[src/tac_pkg.sv]
// Shared types and constants for the tile average colour block.
`default_nettype none
package tac_pkg;

	// Field widths
	localparam int PIX_W   = 8;
	localparam int SIDE_W  = 9;
	localparam int SUM_W   = 24;
	localparam int CNT_W   = 17;
	localparam int CHANS   = 3;

	// Configuration port
	localparam int CFG_IDX_W  = 1;
	localparam int CFG_DATA_W = SIDE_W;
	localparam logic [CFG_IDX_W-1:0] REG_TILE_WIDTH  = 1'd0;
	localparam logic [CFG_IDX_W-1:0] REG_TILE_HEIGHT = 1'd1;

	// Default upper bound on a tile side
	localparam int MAX_TILE_SIDE_DEF = 256;

	// Controller to datapath
	typedef struct packed {
		logic accept;	// pixel request taken this cycle
		logic load;		// tile finished: hand sums to the divider
		logic step;		// one quotient bit per channel
	} tac_cmd_t;

	// Datapath to controller
	typedef struct packed {
		logic last_pixel;	// the pixel on offer completes the tile
	} tac_status_t;

endpackage
`default_nettype wire

[src/tac_ctrl.sv]
// Controller: request handshakes and sequencing of the shift-subtract divider.
`default_nettype none
module tac_ctrl
	import tac_pkg::*;
(
	input  wire logic        clk,
	input  wire logic        arst_n,
	input  wire logic        in_valid,
	output logic             in_ready,
	output logic             out_valid,
	input  wire logic        out_ready,
	input  wire tac_status_t status,
	output tac_cmd_t         cmd
);

	localparam logic [1:0] ST_IDLE = 2'd0;
	localparam logic [1:0] ST_DIV  = 2'd1;
	localparam logic [1:0] ST_OUT  = 2'd2;

	localparam int QBITS = PIX_W;
	localparam int STEP_W = $clog2(QBITS);

	logic [1:0]        state_q;
	logic [STEP_W-1:0] step_q;
	logic              accept;

	// Pixels flow freely; only the closing pixel of a tile waits until the divider is done and its result taken
	assign in_ready  = !status.last_pixel || (state_q == ST_IDLE);
	assign accept    = in_valid && in_ready;
	assign out_valid = (state_q == ST_OUT);

	assign cmd.accept = accept;
	assign cmd.load   = accept && status.last_pixel;
	assign cmd.step   = (state_q == ST_DIV);

	// State register and bit counter
	always_ff @(posedge clk or negedge arst_n) begin
		if (!arst_n) begin
			state_q <= ST_IDLE;
			step_q  <= '0;
		end else begin
			unique case (state_q)
				ST_IDLE: begin
					if (cmd.load) begin
						state_q <= ST_DIV;
						step_q  <= STEP_W'(QBITS - 1);
					end
				end
				ST_DIV: begin
					if (step_q == '0) begin
						state_q <= ST_OUT;
					end else begin
						step_q <= step_q - 1'b1;
					end
				end
				ST_OUT: begin
					if (out_ready) begin
						state_q <= ST_IDLE;
					end
				end
				default: begin
					state_q <= ST_IDLE;
				end
			endcase
		end
	end

endmodule
`default_nettype wire

[src/tac_datapath.sv]
// Datapath: size registers, channel accumulators and the three-lane divider.
`default_nettype none
module tac_datapath
	import tac_pkg::*;
#(
	parameter int MAX_TILE_SIDE = MAX_TILE_SIDE_DEF
) (
	input  wire logic                  clk,
	input  wire logic                  arst_n,
	input  wire logic                  cfg_we,
	input  wire logic [CFG_IDX_W-1:0]  cfg_index,
	input  wire logic [CFG_DATA_W-1:0] cfg_data,
	input  wire logic [PIX_W-1:0]      pixel_red,
	input  wire logic [PIX_W-1:0]      pixel_green,
	input  wire logic [PIX_W-1:0]      pixel_blue,
	input  wire tac_cmd_t              cmd,
	output tac_status_t                status,
	output logic [PIX_W-1:0]           avg_red,
	output logic [PIX_W-1:0]           avg_green,
	output logic [PIX_W-1:0]           avg_blue
);

	localparam int SIDE_CAP_I = (MAX_TILE_SIDE < 256) ? MAX_TILE_SIDE : 256;
	localparam logic [SIDE_W-1:0] SIDE_CAP = SIDE_W'(SIDE_CAP_I);
	localparam int SHIFT = PIX_W - 1;

	logic [SIDE_W-1:0] width_q, height_q;
	logic [SIDE_W-1:0] width_eff, height_eff;
	logic [2*SIDE_W-1:0] target;
	logic [CNT_W:0]      count_inc;

	logic [CNT_W-1:0] count_q;
	logic [SUM_W-1:0] sum_q   [CHANS];
	logic [SUM_W-1:0] sum_new [CHANS];
	logic [PIX_W-1:0] pix     [CHANS];

	logic [SUM_W-1:0] rem_q   [CHANS];
	logic [SUM_W-1:0] dvs_q;
	logic [PIX_W-1:0] quo_q   [CHANS];

	// Clamp a side register to 1..cap
	function automatic logic [SIDE_W-1:0] eff_side(input logic [SIDE_W-1:0] r);
		logic [SIDE_W-1:0] s;
		s = r;
		if (s == '0) s = SIDE_W'(1);
		if (s > SIDE_CAP) s = SIDE_CAP;
		return s;
	endfunction

	// Configuration writes
	always_ff @(posedge clk or negedge arst_n) begin
		if (!arst_n) begin
			width_q  <= SIDE_W'(1);
			height_q <= SIDE_W'(1);
		end else if (cfg_we) begin
			unique case (cfg_index)
				REG_TILE_WIDTH:  width_q  <= cfg_data;
				REG_TILE_HEIGHT: height_q <= cfg_data;
				default: ;
			endcase
		end
	end

	// Tile size and end-of-tile detect
	assign width_eff  = eff_side(width_q);
	assign height_eff = eff_side(height_q);
	assign target     = width_eff * height_eff;
	assign count_inc  = {1'b0, count_q} + 1'b1;
	assign status.last_pixel = (count_inc >= target);

	assign pix[0] = pixel_red;
	assign pix[1] = pixel_green;
	assign pix[2] = pixel_blue;

	always_comb begin
		for (int c = 0; c < CHANS; c++) begin
			sum_new[c] = sum_q[c] + SUM_W'(pix[c]);
		end
	end

	// Accumulators, cleared as a finished tile leaves for the divider
	always_ff @(posedge clk or negedge arst_n) begin
		if (!arst_n) begin
			count_q <= '0;
			for (int c = 0; c < CHANS; c++) sum_q[c] <= '0;
		end else if (cmd.accept) begin
			if (cmd.load) begin
				count_q <= '0;
				for (int c = 0; c < CHANS; c++) sum_q[c] <= '0;
			end else begin
				count_q <= count_inc[CNT_W-1:0];
				for (int c = 0; c < CHANS; c++) sum_q[c] <= sum_new[c];
			end
		end
	end

	// Restoring divider, MSB first; the mean never exceeds 255 so 8 bits suffice
	always_ff @(posedge clk) begin
		if (cmd.load) begin
			dvs_q <= SUM_W'(count_inc[CNT_W-1:0]) << SHIFT;
			for (int c = 0; c < CHANS; c++) rem_q[c] <= sum_new[c];
		end else if (cmd.step) begin
			dvs_q <= dvs_q >> 1;
			for (int c = 0; c < CHANS; c++) begin
				if (rem_q[c] >= dvs_q) begin
					rem_q[c] <= rem_q[c] - dvs_q;
					quo_q[c] <= {quo_q[c][PIX_W-2:0], 1'b1};
				end else begin
					quo_q[c] <= {quo_q[c][PIX_W-2:0], 1'b0};
				end
			end
		end
	end

	assign avg_red   = quo_q[0];
	assign avg_green = quo_q[1];
	assign avg_blue  = quo_q[2];

endmodule
`default_nettype wire

[src/tile_average_color.sv]
// Tile average colour: a pixel per cycle in, the mean RGB of each tile out.
// Throughput: one pixel request per cycle; the closing pixel of a tile waits
// while the previous tile is still dividing or its result is not yet taken.
// Result: when the closing pixel is accepted the sums load into the 8-step
// shift-subtract divider, run on all three channels at once; out_valid rises after its last step.
// Reset: sums and count cleared, both tile sides set to 1, controller idle.
`default_nettype none
module tile_average_color
	import tac_pkg::*;
#(
	parameter int MAX_TILE_SIDE = MAX_TILE_SIDE_DEF
) (
	input  wire logic                  clk,
	input  wire logic                  arst_n,
	input  wire logic                  cfg_we,
	input  wire logic [CFG_IDX_W-1:0]  cfg_index,
	input  wire logic [CFG_DATA_W-1:0] cfg_data,
	input  wire logic                  in_valid,
	output logic                       in_ready,
	input  wire logic [PIX_W-1:0]      pixel_red,
	input  wire logic [PIX_W-1:0]      pixel_green,
	input  wire logic [PIX_W-1:0]      pixel_blue,
	output logic                       out_valid,
	input  wire logic                  out_ready,
	output logic [PIX_W-1:0]           avg_red,
	output logic [PIX_W-1:0]           avg_green,
	output logic [PIX_W-1:0]           avg_blue
);

	tac_cmd_t    cmd;
	tac_status_t status;

	tac_ctrl u_ctrl (
		.clk       (clk),
		.arst_n    (arst_n),
		.in_valid  (in_valid),
		.in_ready  (in_ready),
		.out_valid (out_valid),
		.out_ready (out_ready),
		.status    (status),
		.cmd       (cmd)
	);

	tac_datapath #(
		.MAX_TILE_SIDE (MAX_TILE_SIDE)
	) u_datapath (
		.clk         (clk),
		.arst_n      (arst_n),
		.cfg_we      (cfg_we),
		.cfg_index   (cfg_index),
		.cfg_data    (cfg_data),
		.pixel_red   (pixel_red),
		.pixel_green (pixel_green),
		.pixel_blue  (pixel_blue),
		.cmd         (cmd),
		.status      (status),
		.avg_red     (avg_red),
		.avg_green   (avg_green),
		.avg_blue    (avg_blue)
	);

endmodule
`default_nettype wire
[config.mk]
export PLATFORM = sky130hd
export DESIGN_NAME = tile_average_color
export DESIGN_NICKNAME = d
export VERILOG_FILES = /design/src/tac_pkg.sv /design/src/tac_ctrl.sv /design/src/tac_datapath.sv /design/src/tile_average_color.sv
export SDC_FILE = /design/constraint.sdc
export NUM_CORES = 1
export LEC_CHECK = 0
export BUFFER_PORTS_ARGS = -buffer_cell sky130_fd_sc_hd__buf_2
export CAP_MARGIN = 5
export CORE_MARGIN = 2
export CORE_UTILIZATION = 57
export DETAILED_ROUTE_END_ITERATION = 12
export PLACE_DENSITY_LB_ADDON = 0.08
export SYNTH_ARGS = -nofsm -noshare
export SYNTH_HDL_FRONTEND = slang
export SYNTH_HIERARCHICAL = 1
export SYNTH_SLANG_ARGS = --single-unit
[constraint.sdc]
create_clock -name clk -period 7.03 [get_ports clk]
set_input_delay 0.3515 -clock clk [delete_from_list [all_inputs] [get_ports clk]]
set_output_delay 0.3515 -clock clk [all_outputs]
set_load 0.01 [all_outputs]
==> summary.txt <==
Outcome
  • Status: finished clean

Floorplan
  • Die area: 33550 um^2
  • Die Wd: 183.2 um
  • Die span in y: 183.2 um
  • IO Pins: 65
  • FP Rows: 65
  • CORE AREA: 31560 um^2
  • Initial core utilization: 0.5798

Final layout
  • FF+latch area: 6330 um^2
  • Commonest cells after routing, fill and taps aside: 199 x inv_1, 147 x ha_1, 141 x nand2_1, 127 x a21oi_1, 115 x nor2_1
  • Layout Area Growth over Synthesis: 14.95%
  • Commonest non-fill, non-tap cell in the layout: inv_1
  • Final instance area: 21030 um^2
  • FILL cells: 2601
  • Area of the multi-input gates: 11260 um^2
  • Ratio of cells with drive above 1 in the final layout: 0.1513
  • Final #Nets: 2350
  • N_diodes: 0

Worst setup path
  • Buf+Inv Stages, Crit Path: 8
  • CP max stage delay: 0.52 ns
  • Startpoint types: flip-flop
  • WS Path Type: flip-flop to flip-flop
  • Worst Setup End Kind: flip-flop
  • CP delay by family, top: adder cells
  • Worst EP required: 7.32 ns
  • Crit-path max FO: 8
  • Crit path DAT: 7.12 ns
  • Critical-path top delay cell: fa_1

Hold path
  • Hold WC Path Type: primary input to flip-flop

Place
  • Placed Area: 19480 um^2
  • Port Buf Inserts: 64
  • Final RePlAce weighted congestion: 0.8948
  • DP HPWL: 32680 um

Synth
  • Synthesized Nets: 2234
  • Post-Syn Area: 18300 um^2
  • Async set or reset register ratio after synthesis: 0.4828
  • Synth Warn #: 6
  • EDFF count, synth: 112
  • Sequential area share after synthesis: 0.3459
  • Area fraction of the dominant cell type after synthesis: 0.1838
  • FF+latch count, synth: 232
  • Ys flop type: edfxtp_1
  • Leading area contributor after synthesis: edfxtp_1
  • Avg Synthesized Cell Area: 9.221 um^2
  • Main area contributors after synthesis: edfxtp_1 18%, dfrtp_1 15%, ha_1 11%, fa_1 6.1%, xnor2_1 5.0%
  • Cells after Synth: 1984
  • Synth unique cells: 73

Global routing
  • Gr ovfl total: 0
  • Largest net degree at the start of global routing: 68
  • GRT Total Usage: 0.2724
  • Vias in the first global route: 14610
  • Initial antenna violation count: 2
  • First-pass GRT wire length: 73840 um

Clock tree
  • H-tree depth: 1
  • Clk sinks: 232
  • Worst-path clk slew: 0.06 ns
  • Clock latency at the later pin of the worst-skew pair: 0.55 ns
  • Clock Path Buffers: 3
  • CTS tree: built
  • CTS buffer count: 28
  • Clk root buf: clkbuf_16

Routing
  • Drt first pass iters: 5
  • Starting DRC count in detailed routing: 1081
  • Routed vias: 14870
  • Vias per cell: 5.890
  • Drt total wl: 46130 um
  • Routed len/inst: 18.28 um
  • DRT antenna net count: 0
  • Drc violations: 0

Timing
  • Fmax: 146.4 MHz
  • Hold_ws: 0.06230 ns
  • Final setup viols: 0
  • RSZ-0062 raised after global routing: true
  • Final min period: 6.833 ns
  • Slew Limit Fails: 0
  • Final worst path period share: 0.9719
  • Final hold viol count: 0
  • Worst slew margin: 0.1433
  • Slew @ Worst Pin: 1.279 ns
  • Layout Skew: 0.01573 ns

Run
  • Max-cap violations: 0
-- what timing repair did --
action | CTS | global route
gates cloned | 3 | 6
hold buffers | 1 | 0
pin swaps | 8 | 46
endpoints found under the hold margin | 43 | 0
endpoints found under the setup margin | 230 | 292
gates resized for setup | 16 | 81
setup buffers | 6 | 7
-- path summary, 6_finish.rpt --
path                       depth (start not counted)  slack (ns)                    from                      end
setup / recovery                                  33        0.20  u_datapath/height_q[4]  u_datapath/rem_q[0][30]
hold / removal                                     2        0.06             cfg_data[0]   u_datapath/height_q[0]
setup reg to reg                                  33        0.20  u_datapath/height_q[4]  u_datapath/rem_q[0][30]
hold reg to reg                                    0        0.44  u_datapath/quo_q[0][2]   u_datapath/quo_q[0][3]
max in group asynchronous                          3        5.25                  arst_n     u_datapath/sum_q[40]
min in group asynchronous                          2        0.38                  arst_n   u_datapath/height_q[4]
-- flip-flops by register name (all words and copies together) (netlist names) --
register and cells:
u_ctrl/state_q 2, u_ctrl/step_q 3, u_datapath/rem_q 72, u_datapath/dvs_q 24, u_datapath/height_q 9, u_datapath/sum_q 72, u_datapath/width_q 9, u_datapath/quo_q 24
u_datapath/count_q 17
-- cell type report --
cell class                      instances  share of cell area
Clock buffer                           41             0.03760
Clock inverter                         11            0.004462
Multi-Input combinational cell       1473              0.5356
Tap cell                              402             0.02392
Timing Repair Buffer                  156             0.05985
Sequential cell                       232              0.3010
Inverter                              209             0.03760
-- synth_stat cells, types with 12 or more instances --
cell / number
nand2_1: 147
nor2_1: 132
nor2b_1: 66
xnor2_1: 105
nand3_1: 40
dfrtp_1: 110
o21a_1: 23
and3_1: 29
o21bai_1: 12
clkbuf_1: 57
edfxtp_1: 112
a21oi_1: 136
fa_1: 56
mux2_2: 19
nand2b_1: 31
ha_1: 155
inv_1: 209
nor3_1: 45
and2_1: 16
o21ai_0: 93
nand4_1: 16
o21ai_1: 15
mux2i_1: 58
a21o_1: 46
xor2_1: 43
o22ai_1: 71
-- stage by stage --
| step | setup TNS, ns | util | setup WS (ns) | std cells |
|---|---|---|---|---|
| floorplan | 0 | - | 0.01525 | 1984 |
| CTS | -0.005945 | 0.6501 | -0.004045 | 2512 |
| global placement | -0.1286 | 0.6173 | -0.01470 | 2450 |
| global route | -2.124 | 0.6665 | -0.07892 | 2524 |
| finish | 0 | 0.6665 | 0.1974 | 2524 |
| detailed placement | -20.12 | 0.6173 | -0.2417 | 2450 |
-- logic make-up (layout without fill, tap and decap cells) --
logic type	Yosys count	in the layout	synth area share
xor gates and xnor gates	148	148	0.07085
DFF	232	232	0.3459
muxes	78	78	0.04404
adders and majority gates	211	211	0.1673
AOI/OAI and AO/OA	465	468	0.1582
and+or+nand+nor	568	568	0.1531
buffers and inverters	282	417	0.06059
-- routing by layer --
layer / track usage / vias to the layer above / routed length, um
met4: 0.07392 / 0 / 1132
met3: 0.03078 / 84 / 2366
met1: 0.3767 / 7139 / 20750
met2: 0.4567 / 419 / 21880
li1: - / 7224 / -
met5: 0 / - / 0
Power is not shown: default switching activity piles up to over one toggle a cycle in this logic, so the estimate is an artifact.
